<file path="src/hw/rtl/ssc_pkg.sv">
// Shared types and constants for the subsampled span coverage block.
package ssc_pkg;

  // Default subsampling factor per axis
  localparam int SUB_SAMPLES_DEF = 8;

  // Field widths
  localparam int EDGE_W  = 21;
  localparam int SLOT_W  = 3;
  localparam int COL_W   = 16;
  localparam int ALPHA_W = 8;

  // Position arithmetic: edges plus column window without overflow
  localparam int POS_W = EDGE_W + 2;

  // Full-scale alpha
  localparam int ALPHA_MAX = 255;

  // Item operation codes
  typedef enum logic [0:0] {
    OP_SPAN  = 1'b0,
    OP_PIXEL = 1'b1
  } op_t;

  // Pixel item held in the input register
  typedef struct packed {
    logic [COL_W-1:0]   col;
    logic [ALPHA_W-1:0] dest;
  } pixel_t;

endpackage

</file>
<file path="src/hw/rtl/ssc_overlap_stage.sv">
// Per-slot overlap of each span with the pixel's subsample window, registered.
module ssc_overlap_stage #(
  parameter  int SUB_SAMPLES = ssc_pkg::SUB_SAMPLES_DEF,
  localparam int OVL_W       = $clog2(SUB_SAMPLES + 1)
) (
  input  logic                              clk,
  input  logic                              load,
  input  ssc_pkg::pixel_t                   pixel,
  input  logic signed [ssc_pkg::EDGE_W-1:0] left_edges  [SUB_SAMPLES],
  input  logic signed [ssc_pkg::EDGE_W-1:0] right_edges [SUB_SAMPLES],
  input  logic [SUB_SAMPLES-1:0]            row_valid,
  output logic [OVL_W-1:0]                  ovl [SUB_SAMPLES],
  output logic [ssc_pkg::ALPHA_W-1:0]       dest
);
  import ssc_pkg::*;

  logic [POS_W-1:0]        win_lo_u;
  logic [POS_W-1:0]        win_hi_u;
  logic signed [POS_W-1:0] win_lo;
  logic signed [POS_W-1:0] win_hi;
  logic signed [POS_W-1:0] edge_l [SUB_SAMPLES];
  logic signed [POS_W-1:0] edge_r [SUB_SAMPLES];
  logic signed [POS_W-1:0] cut_lo [SUB_SAMPLES];
  logic signed [POS_W-1:0] cut_hi [SUB_SAMPLES];
  logic signed [POS_W-1:0] cut_len [SUB_SAMPLES];
  logic [OVL_W-1:0]        ovl_next [SUB_SAMPLES];

  // Subsample window of the column: [col*S, col*S + S)
  always_comb begin
    win_lo_u = POS_W'(pixel.col) * POS_W'(SUB_SAMPLES);
    win_hi_u = win_lo_u + POS_W'(SUB_SAMPLES);
    win_lo   = signed'(win_lo_u);
    win_hi   = signed'(win_hi_u);
  end

  // Clip every slot against the window in parallel
  always_comb begin
    for (int k = 0; k < SUB_SAMPLES; k++) begin
      edge_l[k]  = POS_W'(left_edges[k]);
      edge_r[k]  = POS_W'(right_edges[k]);
      cut_lo[k]  = (edge_l[k] > win_lo) ? edge_l[k] : win_lo;
      cut_hi[k]  = (edge_r[k] < win_hi) ? edge_r[k] : win_hi;
      cut_len[k] = cut_hi[k] - cut_lo[k];
      // reversed or absent spans add nothing
      if (row_valid[k] && (edge_l[k] <= edge_r[k]) && (cut_hi[k] > cut_lo[k])) begin
        ovl_next[k] = cut_len[k][OVL_W-1:0];
      end else begin
        ovl_next[k] = '0;
      end
    end
  end

  // Stage register
  always_ff @(posedge clk) begin
    if (load) begin
      ovl  <= ovl_next;
      dest <= pixel.dest;
    end
  end

endmodule

</file>
<file path="config.mk">
export PLATFORM = sky130hd
export DESIGN_NAME = ssc_overlap_stage
export DESIGN_NICKNAME = d
export VERILOG_FILES = /design/src/hw/rtl/ssc_pkg.sv /design/src/hw/rtl/ssc_overlap_stage.sv
export SDC_FILE = /design/constraint.sdc
export NUM_CORES = 1
export LEC_CHECK = 0
export ABC_AREA = 1
export BUFFER_PORTS_ARGS = -buffer_cell sky130_fd_sc_hd__clkbuf_2
export CAP_MARGIN = 10
export CORE_UTILIZATION = 35
export CTS_CLUSTER_DIAMETER = 200
export DETAILED_ROUTE_END_ITERATION = 10
export PLACE_DENSITY = 0.66
export SETUP_SLACK_MARGIN = 0.5
export SLEW_MARGIN = 20
export SYNTH_ARGS = -nofsm -noshare
export SYNTH_HDL_FRONTEND = slang
export SYNTH_SLANG_ARGS = --single-unit
</file>
<file path="constraint.sdc">
create_clock -name clk -period 11.7 [get_ports clk]
set_input_delay 1.755 -clock clk [delete_from_list [all_inputs] [get_ports clk]]
set_output_delay 1.755 -clock clk [all_outputs]
set_load 0.01 [all_outputs]
</file>
### Yosys cells after proc, flatten, opt, wreduce, memory -nomap -nowiden

Index checks and enable logic that the tools add are counted.

| storage, ports and cells | value |
|---|---|
| flip-flop bits (word level) | 40 |
| logic and storage cells | 82 |
| output and inout bits | 40 |
| input bits | 370 |

| operators by class | value |
|---|---|
| add/subtract/negate cells | 9 |
| reduce and logical (&&, ||, !) cells | 16 |
| multiplexer cells | 16 |
| magnitude comparators | 32 |

Operators by type and width:

| cell | number |
|---|---|
| 23-bit two-way mux | 16 |
| 23-bit greater-than comparator | 8 |
| 21-bit by 20-bit greater-than comparator with 1-bit output | 8 |
| 21-bit <= comparator | 8 |
| 21-bit < comparator | 8 |
| 4-bit subtractor | 8 |
| 19-bit by 4-bit adder with 20-bit output, second input constant | 1 |
| 1-bit logical AND | 16 |

### Logic depth before layout (Yosys ltp)

Gate-level depths: netlist of the first run.

| logic depth | value |
|---|---|
| depth in word-level cells | 5 |
| gate-level depth with buffers | 37 |
| depth with buffers taken out | 36 |

### Worst setup path before layout of the first run

OpenSTA, ideal clock, no wires.

| timing | value |
|---|---|
| kind | input-to-reg |
| start | input port pixel[8] in the netlist's numbering |
| end | register ovl[28] in the netlist's numbering, data pin |
| stages on the path | 29 |
| path buffers | 1 |
| data arrival time | 5.798 ns |
| path slack | 5.646 ns |
| path through | ha_1 -> nand2_1 -> nor2_2 -> nand2_1 -> nor2_2 -> nand4_1 -> xor2_1 -> inv_1 -> ha_1 -> nand2_1 -> nor3_1 -> o21ai_2 -> nor2_1 -> nand3_1 -> nand3_1 -> ha_1 -> clkinv_1 -> clkbuf_1 -> o21ai_0 -> ha_1 -> inv_1 -> nor4_1 -> nand2_1 -> nand3_1 -> nand2_1 -> nand2_1 -> inv_1 -> nand3_1 -> nor2_1 |

| between the ends | value |
|---|---|
| cells in the longest elaborated chain, start to end | 5 |
| elaborated cells between the ends (all ways) | 8 |
| classes of those cells | 2 x add/sub; 3 x order compare; 2 x mux; 1 x reduce/logical |

RTL lines:

| element | line | RTL |
|---|---|---|
| start, declared | ssc_overlap_stage.sv:8 | `input ssc_pkg::pixel_t pixel,` |
| 19-bit by 4-bit adder with 20-bit output | ssc_overlap_stage.sv:31 | `win_hi_u = win_lo_u + POS_W'(SUB_SAMPLES);` |
| 21-bit < comparator | ssc_overlap_stage.sv:42 | `cut_hi[k] = (edge_r[k] < win_hi) ? edge_r[k] : win_hi;` |
| 23-bit two-way mux | ssc_overlap_stage.sv:42 |  |
| 23-bit greater-than comparator | ssc_overlap_stage.sv:45 | `if (row_valid[k] && (edge_l[k] <= edge_r[k]) && (cut_hi[k] > cut_lo[k])) begin` |
| 1-bit logical AND | ssc_overlap_stage.sv:45 |  |
| end signal, assigned | ssc_overlap_stage.sv:56 | `ovl <= ovl_next;` |
| end, declared | ssc_overlap_stage.sv:12 | `output logic [OVL_W-1:0] ovl [SUB_SAMPLES],` |

Parallel ways exist; a longest one is shown, timed or not.
A chain may end at the register's enable or synchronous reset.

### Worst setup path after layout of the first run

| timing | value |
|---|---|
| start | input port pixel[9] in the netlist's numbering |
| end | register ovl[6] in the netlist's numbering, data pin |

The elaborated chain is that of the path after synthesis.

==> results.toml, run 1 <==
[route]
vias_per_cell = 5.26
ant_nets = 0
drt_iter0_drc = 1583
drt-total-wl_um = 84700
wire_per_inst_um = 18.9
drt-pass1-iter-count = 6
drc = 0
vias = 23576

[sta]
worstMarginPinSlew_ns = 1.17
relSlewSlack_pct = 22.0
fmax_mhz = 123
rsz0062_at_grt = "no"
slew_violations = 0
period_share_pct = 69.3
hold_viol = 0
setup_viol = 0
timing.final.crit_period_ns = 8.11
setup_tns_ns = 0

[clock_network]
cts_tree = "done"
post_cts_buffers = 0
ctsHtreeMaxLevel = 2
cts.clk_slew.worst_paths_ns = 0.09
ctsResizeCount = 0
clock_sinks = 40
clk_path_buf_depth = 2
postCtsHoldBufs = 0
cts_buffers = 5
cts-root-buf = "clkbuf_16"

[global_route]
grt_use_met1_pct = 36.7
grt_max_degree = 41
overflow = 0
use_met2_pct = 44.9
grtUsageTotal_pct = 27.6
grt_pass1_wl_um = 126000
antenna_found_initial = 17
grt_pass1_vias = 21700
busiest_layer = "met2"
grt.met3_usage_pct = 5.54

[flow_run]
maxCapViolations = 0

[place]
routabilityCongestion = 0.952
port_buffers = 409
dp_hpwl_um = 66600

[critical_path]
critical_path_class = "primary input to flip-flop"
crit_fanout = 27
worst_setup_path_end_kind = "flip-flop"
worstPathArrival_ns = 8.22
crit_top_cell = "nand2_1"
crit_required_ns = 11.80
crit_family = "simple AND/OR/NAND/NOR gates"
critPathBufInv = 6
critPathMaxStageDelay_ns = 0.82
critPathSlowestCell = "xor2_2"
critPathLaunchType = "primary input"

[synthesis]
synthDistinctLibCells = 50
ys_warn_count = 0
synth_adder_area_share_pct = 36.1
yosysTopAreaCellShare_pct = 35.3
avgSynthCellArea_um2 = 6.24
synth_commonest_cells = "953 x nand2_1, 585 x ha_1, 458 x inv_1"
postSynth.asyncResetShare_pct = 0
synth_seq_cells = 40
synth_largest_area_cell = "ha_1"
synth_top_family_by_area = "adder cells"
synth_compound_area_share_pct = 14.3
synth_enable_flop_cells = 40
muxShareOfSynthArea_pct = 0
synth-simple-area-share_pct = 32.6
synthXorXnorAreaFrac_pct = 1.21
yosysMostFrequentCell = "nand2_1"
syn-instance-count = 3324
ys.flop_type = "edfxtp_1"
yosysSeqAreaShare_pct = 5.79
syn_area_um2 = 20700
synthTopCellsByArea = "ha_1 35%, nand2_1 17%, inv_1 8.3%, o21ai_0 6.1%, edfxtp_1 5.8%"

[min_path]
hold_class = "primary input to flip-flop"

[power_and_ir_drop]
power_frac_comb_pct = 74.0
clockPowerShare_pct = 13.7
powerDensity_nw_per_um2 = 59.4
internal_power_w = 0.000665
power_switching_w = 0.000761
ir_drop_uv = 56.1
switching_share_pct = 53.4
seqPwrFrac_pct = 12.3
leakage_nw = 13.8

[die]
core_area_um2 = 58100
rows = 88
die_h_um = 245
ioPinCount = 410
start_util_pct = 35.7
die_w_um = 245
die-area_um2 = 60200

[cells_and_area]
syn2layout_area_growth_pct = 15.8
final_net_count = 4673
fin_util_pct = 41.3
drive_gt1_share_pct = 13.4

[run_status]
status = "completed"
-- stage by stage --
step / worst slack (ns) / cell area, um2 / power [W] / hold WS (ns) / instances
finish: 3.59 / 24000 / 0.00143 / 1.59 / 4479
global route: 2.99 / 24000 / 0.00158 / 1.58 / 4477
CTS: 3.65 / 24000 / 0.00142 / 1.57 / 4476
detailed placement: 3.30 / 23800 / 0.00122 / 1.93 / 4468
global placement: 3.37 / 23800 / 0.00121 / 1.93 / 4468
floorplan: 5.65 / 20800 / 0.000859 / 1.85 / 3331
-- layout by cell type, fill, tap and decap left out, types with 15 or more instances in the layout --
master / n
nand2_1: 953
ha_1: 585
inv_1: 458
clkbuf_2: 409
nor2_1: 263
o21ai_0: 253
a21oi_1: 208
nand3_1: 125
nand4_1: 111
edfxtp_1: 40
nand3b_1: 33
nor3_1: 28
buf_4: 26
a21o_1: 20
clkinv_1: 17
xnor2_1: 16
nor4_1: 15
-- cell type report --
cell class / instances / area (um2)
Antenna cell: 3 / 7.51
Tap cell: 765 / 957
Clock buffer: 5 / 125
Clock inverter: 3 / 46.3
Fill cell: 6395 / 34100
Timing Repair Buffer: 435 / 2240
Sequential cell: 40 / 1200
Multi-Input combinational cell: 2751 / 17600
Inverter: 477 / 1790
-- flip-flops by register name, indices dropped and copies added (netlist names) --
name / cells
ovl: 32
dest: 8
-- power by group through the flow --
stage	clock network, W	logic (W)	registers [W]
floorplan	0	0.000673	0.000186
detailed placement	0	0.00104	0.000179
global route	0.000202	0.00120	0.000177
global placement	0	0.00103	0.000179
finish	0.000195	0.00105	0.000176
CTS	0.000203	0.00105	0.000176
-- kinds of logic (layout without fill, tap and decap cells) --
| family | count (synthesis) | after routing |
|---|---|---|
| AND/OR/NAND/NOR | 1577 | 1577 |
| adder cells (fa/ha/maj) | 593 | 593 |
| AO/OA/AOI/OAI | 547 | 547 |
| buffers and inverters | 540 | 920 |
| flip-flops | 40 | 40 |
| XOR/XNOR | 26 | 26 |
| other | 1 | 11 |
-- layer usage --
| layer | vias up | wire (um) |
|---|---|---|
| met5 | - | 114 |
| met2 | 806 | 37400 |
| met4 | 18 | 2340 |
| met3 | 134 | 7020 |
| li1 | 11961 | - |
| met1 | 10657 | 37800 |
-- path summary, 6_finish.rpt --
path              cells after the start     start  slack, ns       to
hold / removal                        1  pixel[1]       1.59  dest[1]
setup / recovery                     35  pixel[9]       3.59   ovl[6]
Note: power is estimated with default switching activity, not from simulation.
==> run 2, diff against run 1 <==
Settings changed: PLACE_DENSITY 0.66 to 0.68.
Clock period 11.7 ns to 6.5 ns, I/O delays scaled along.
==> results.toml, run 2 (synthesis results as in run 1) <==
[clock_network]
ctsHtreeMaxLevel = 2
cts.clk_slew.worst_paths_ns = 0.09
cts-root-buf = "clkbuf_16"
cts_tree = "done"
postCtsHoldBufs = 0
clk_path_buf_depth = 2
clock_sinks = 40
cts_buffers = 5

[sta]
hold_viol = 0
layout_setup_ws_ns = 0.922
setup_tns_ns = 0
slew_violations = 0
hold_slack_ns = 0.807
period_share_pct = 85.8
relSlewSlack_pct = 41.0
setup_viol = 0
fmax_mhz = 179
timing.final.crit_period_ns = 5.58
worstMarginPinSlew_ns = 0.882
rsz0062_at_grt = "no"

[place]
port_buffers = 409
dp_slack_ns = 0.00537
dp_hpwl_um = 68800
routabilityCongestion = 0.950

[critical_path]
worstPathArrival_ns = 5.67
critPathLaunchType = "primary input"
critPathSlowestCell = "ha_1"
crit_top_cell = "nand2_1"
crit_fanout = 27
crit_required_ns = 6.59
critPathMaxStageDelay_ns = 0.56
worst_setup_path_end_kind = "flip-flop"
critical_path_class = "primary input to flip-flop"

[cells_and_area]
final_net_count = 4727
top_register = "ovl"
final_common_cell = "nand2_1"
largest_reg_flops = 32
syn2layout_area_growth_pct = 18.0
layout_top_registers = "ovl (32), dest (8)"
layout_common_cells = "953 x nand2_1, 583 x ha_1, 455 x inv_1, 409 x clkbuf_2, 263 x nor2_1"
drive_gt1_share_pct = 14.8

[power_and_ir_drop]
internal_power_w = 0.00123
seqPwrFrac_pct = 12.1
leakage_nw = 14.1
power_switching_w = 0.00138
powerDensity_nw_per_um2 = 107
clockPowerShare_pct = 13.5
power_frac_comb_pct = 74.4
ir_drop_uv = 104
power_w = 0.00261
switching_share_pct = 52.9

[global_route]
overflow = 0
grt_pass1_wl_um = 125000
grt_max_degree = 41
grtUsageTotal_pct = 27.4
grt_pass1_vias = 21508
antenna_found_initial = 11

[min_path]
hold_class = "primary input to flip-flop"
min_from = "pixel[3]"
min_path_cells = 1
holdPathEnd = "dest[3]"

[route]
vias_per_cell = 5.19
ant_nets = 0
wire_per_inst_um = 18.7
drt_iter0_drc = 1736
drt-pass1-iter-count = 5
drt-total-wl_um = 84900
drc = 0
vias = 23564

[die]
die_h_um = 245
die_w_um = 245
ioPinCount = 410
core_area_um2 = 58100
start_util_pct = 35.7
die-area_um2 = 60200
rows = 88

[flow_run]
maxCapViolations = 0

[run_status]
status = "completed"
==> run 2: worst max-delay path by stage <==
| stage | cells past startpoint | slack [ns] | startpoint | to |
|---|---|---|---|---|
| global placement | 32 | 0.19 | pixel[8] | ovl[19] |
| global route | 32 | 0.52 | pixel[9] | ovl[17] |
| detailed placement | 32 | 0.005 | pixel[8] | ovl[19] |
| finish | 32 | 0.92 | pixel[8] | ovl[19] |
| floorplan | 29 | 1.23 | pixel[8] | ovl[28] |
| CTS | 31 | 0.51 | pixel[8] | ovl[8] |
==> run 2: worst max-delay path, delay by kind of cell <==
family          cells  cell delay, ns
buf+inv             6            1.01
fa+ha+maj           3            1.18
simple gates       19            1.91
xor+xnor            1            0.16
compound gates      3            0.41
==> run 2: what timing repair did <==
item | 4_1_cts | 5_1_grt
gates resized for setup | 2 | 18
endpoints found under the setup margin | 8 | 28
gates cloned | 0 | 5
setup buffers | 0 | 5
pin swaps | 0 | 0
==> run 2: metrics by stage <==
| stage | cell area [um2] | util [%] | cells |
|---|---|---|---|
| 6_report | 24500 | 42.1 | 4540 |
| 5_1_grt | 24400 | 42.1 | 4530 |
| 4_1_cts | 24300 | 41.8 | 4520 |
| 3_5_place_dp | 24100 | 41.5 | 4512 |
| 3_3_place_gp | 24100 | 41.5 | 4512 |
| 2_1_floorplan | 20800 | - | 3331 |
==> run 2: layout make-up <==
class,count,area (um2)
antenna,10,25.0
clock buffer,5,125
clock inverter,3,46.3
fill,6318,33700
inverter,477,1820
multi-input combinational,2751,17600
sequential,40,1200
tap,765,957
timing repair buffer,484,2650
timing repair inverter,5,35.0
==> run 2: layer usage <==
layer / vias up / track usage, % / wire, um
met1: 10507 / 36.1 / 37400
met2: 846 / 45.2 / 38100
met3: 128 / 4.98 / 7070
met4: 8 / 7.49 / 2330
li1: 12075 / - / -
met5: - / 0 / 46
==> run 2: power groups by stage <==
stage | logic (W) | registers (W) | clock network [W]
after global placement | 0.00187 | 0.000322 | 0
after CTS | 0.00191 | 0.000317 | 0.000361
after detailed placement | 0.00189 | 0.000323 | 0
final | 0.00194 | 0.000317 | 0.000352
after global routing | 0.00221 | 0.000319 | 0.000365
after floorplan | 0.00121 | 0.000335 | 0
==> run 3, diff against run 2 <==
Settings changed: ABC_AREA 1 to unset.
==> results.toml, run 3 <==
[synthesis]
ys_warn_count = 0
synth_seq_cells = 40
avgSynthCellArea_um2 = 7.81
ys.flop_type = "edfxtp_1"
synthTopCellsByArea = "ha_1 38%, mux2i_1 7.5%, a21oi_1 7.4%, edfxtp_1 6.3%, inv_1 4.5%"
yosysTopAreaCellShare_pct = 38.4
postSynth.asyncResetShare_pct = 0
synthXorXnorAreaFrac_pct = 1.69
synth_top_family_by_area = "adder cells"
synth_adder_area_share_pct = 39.4
synth-simple-area-share_pct = 17.7
synth_commonest_cells = "585 x ha_1, 281 x a21oi_1, 228 x inv_1"
muxShareOfSynthArea_pct = 7.57
synth_largest_area_cell = "ha_1"
syn-instance-count = 2440
yosysMostFrequentCell = "ha_1"
synth_compound_area_share_pct = 21.4
syn_area_um2 = 19100
synthDistinctLibCells = 70
yosysSeqAreaShare_pct = 6.30
synth_enable_flop_cells = 40

[route]
drc = 0
wire_per_inst_um = 23.2
ant_nets = 0
drt-pass1-iter-count = 5
drt-total-wl_um = 83900
drt_iter0_drc = 1742
vias = 21232
vias_per_cell = 5.86

[critical_path]
endpoint = "ovl[9]"
worst_setup_path_end_kind = "flip-flop"
crit_fanout = 10
critical_path_class = "primary input to flip-flop"
worstPathArrival_ns = 5.95
cp_cell_sequence = "clkbuf_2 > inv_1 > buf_4 > nor3_4 > xnor2_4 > ha_1 > or4_1 > o2111ai_4 > a311oi_2 > o21ai_1 > a211o_1 > o211ai_1 > ha_2 > clkbuf_16 > a21oi_2 > ha_1 > nand4_1 > nor4_4 > nor2_1 > o31a_1 > o21ai_4 > nor3b_2"
crit_family = "simple AND/OR/NAND/NOR gates"
critPathSlowestCell = "or4_1"
crit_top_cell = "ha_1"
critPathMaxStageDelay_ns = 0.55
path_depth = 22
startpoint = "pixel[13]"
critPathLaunchType = "primary input"
critPathBufInv = 4
crit_required_ns = 6.58

[place]
dp_slack_ns = -0.205
port_buffers = 409
routabilityCongestion = 0.945
dp_hpwl_um = 66100

[global_route]
grt_pass1_vias = 19735
use_met2_pct = 45.6
overflow = 0
grtUsageTotal_pct = 29.1
grt_use_met1_pct = 40.2
grt.met3_usage_pct = 5.24
grt_pass1_wl_um = 120000
antenna_found_initial = 6
grt_max_degree = 41
busiest_layer = "met2"

[cells_and_area]
final_net_count = 3887
final_common_cell = "ha_1"
layout_common_cells = "579 x ha_1, 406 x clkbuf_2, 276 x a21oi_1, 227 x inv_1, 183 x nor2_1"
drive_gt1_share_pct = 22.2
syn2layout_area_growth_pct = 25.2
largest_reg_flops = 32
fillCellCount = 5492
top_register = "ovl"
layout_top_registers = "ovl (32), dest (8)"

[power_and_ir_drop]
power_w = 0.00270
ir_drop_uv = 98.3
powerDensity_nw_per_um2 = 113
leakage_nw = 12.3

[sta]
setup_viol = 0
timing.final.crit_period_ns = 5.87
hold_viol = 0
relSlewSlack_pct = 24.9
slew_violations = 0
rsz0062_at_grt = "yes"
layout_setup_ws_ns = 0.629
worstMarginPinSlew_ns = 1.13
period_share_pct = 90.3
fmax_mhz = 170

[clock_network]
cts-root-buf = "clkbuf_16"
clk_path_buf_depth = 2
clock_sinks = 40
postCtsHoldBufs = 0
ctsHtreeMaxLevel = 2
cts_tree = "done"
cts.clk_slew.worst_paths_ns = 0.08
cts_buffers = 5

[die]
die_w_um = 235
rows = 85
start_util_pct = 35.4
die-area_um2 = 55400
die_h_um = 235
ioPinCount = 410
core_area_um2 = 53800

[flow_run]
maxCapViolations = 0

[run_status]
status = "completed"

[min_path]
hold_class = "primary input to flip-flop"
==> run 3: worst min path at each step <==
| stage | from | to | slack, ns | depth (start not counted) |
|---|---|---|---|---|
| detailed placement | pixel[2] | dest[2] | 1.15 | 1 |
| CTS | pixel[5] | dest[5] | 0.80 | 1 |
| global placement | pixel[6] | dest[6] | 1.15 | 1 |
| global route | pixel[6] | dest[6] | 0.80 | 1 |
| floorplan | pixel[0] | dest[0] | 1.07 | 0 |
| finish | pixel[6] | dest[6] | 0.81 | 1 |
==> run 3: cell families after synthesis <==
family / count (synthesis)
mux: 144
xor+xnor: 36
buf+inv: 298
fa+ha+maj: 596
simple gates: 670
other cells: 1
compound gates: 655
flops: 40
==> run 3: layer usage <==
metal,up-vias,routed length (um)
met5,-,67
met4,10,3080
met3,163,7710
met2,975,35800
met1,9899,37200
li1,10185,-
==> run 3: final cells by class <==
| cell class | instances | area (um2) | share of cell area (%) |
|---|---|---|---|
| Multi-Input combinational cell | 2109 | 17500 | 73.3 |
| Timing Repair Buffer | 540 | 3280 | 13.8 |
| Sequential cell | 40 | 1200 | 5.03 |
| Tap cell | 696 | 871 | 3.65 |
| Inverter | 228 | 860 | 3.60 |
| Clock buffer | 6 | 129 | 0.540 |
| Clock inverter | 2 | 35.0 | 0.147 |
| Antenna cell | 1 | 2.50 | 0.0105 |
==> run 3: where the power goes <==
group          switching, W  internal, W  leakage [nW]
combinational       0.00120     0.000852          11.8
clock              0.000153     0.000182        0.0808
sequential       0.00000712     0.000312         0.383
total               0.00136      0.00135          12.3
==> run 3: repair_timing <==
action	in CTS	in global routing
endpoints found under the setup margin	29	32
endpoints found under the hold margin	0	0
setup buffers	13	22
resized for setup	15	109
cloned	0	3
pin swaps	6	36
==> run 3: stage by stage <==
| stage | hold WS, ns | TNS (ns) | cells | utilization [%] | instance area (um2) |
|---|---|---|---|---|---|
| after detailed placement | 1.15 | -1.58 | 3575 | 42.4 | 22800 |
| after CTS | 0.796 | 0 | 3596 | 43.0 | 23100 |
| after floorplan | 1.07 | 0 | 2447 | - | 19200 |
| after global routing | 0.800 | 0 | 3621 | 44.4 | 23900 |
| after global placement | 1.15 | -0.133 | 3575 | 42.4 | 22800 |
| final | 0.812 | 0 | 3622 | 44.4 | 23900 |
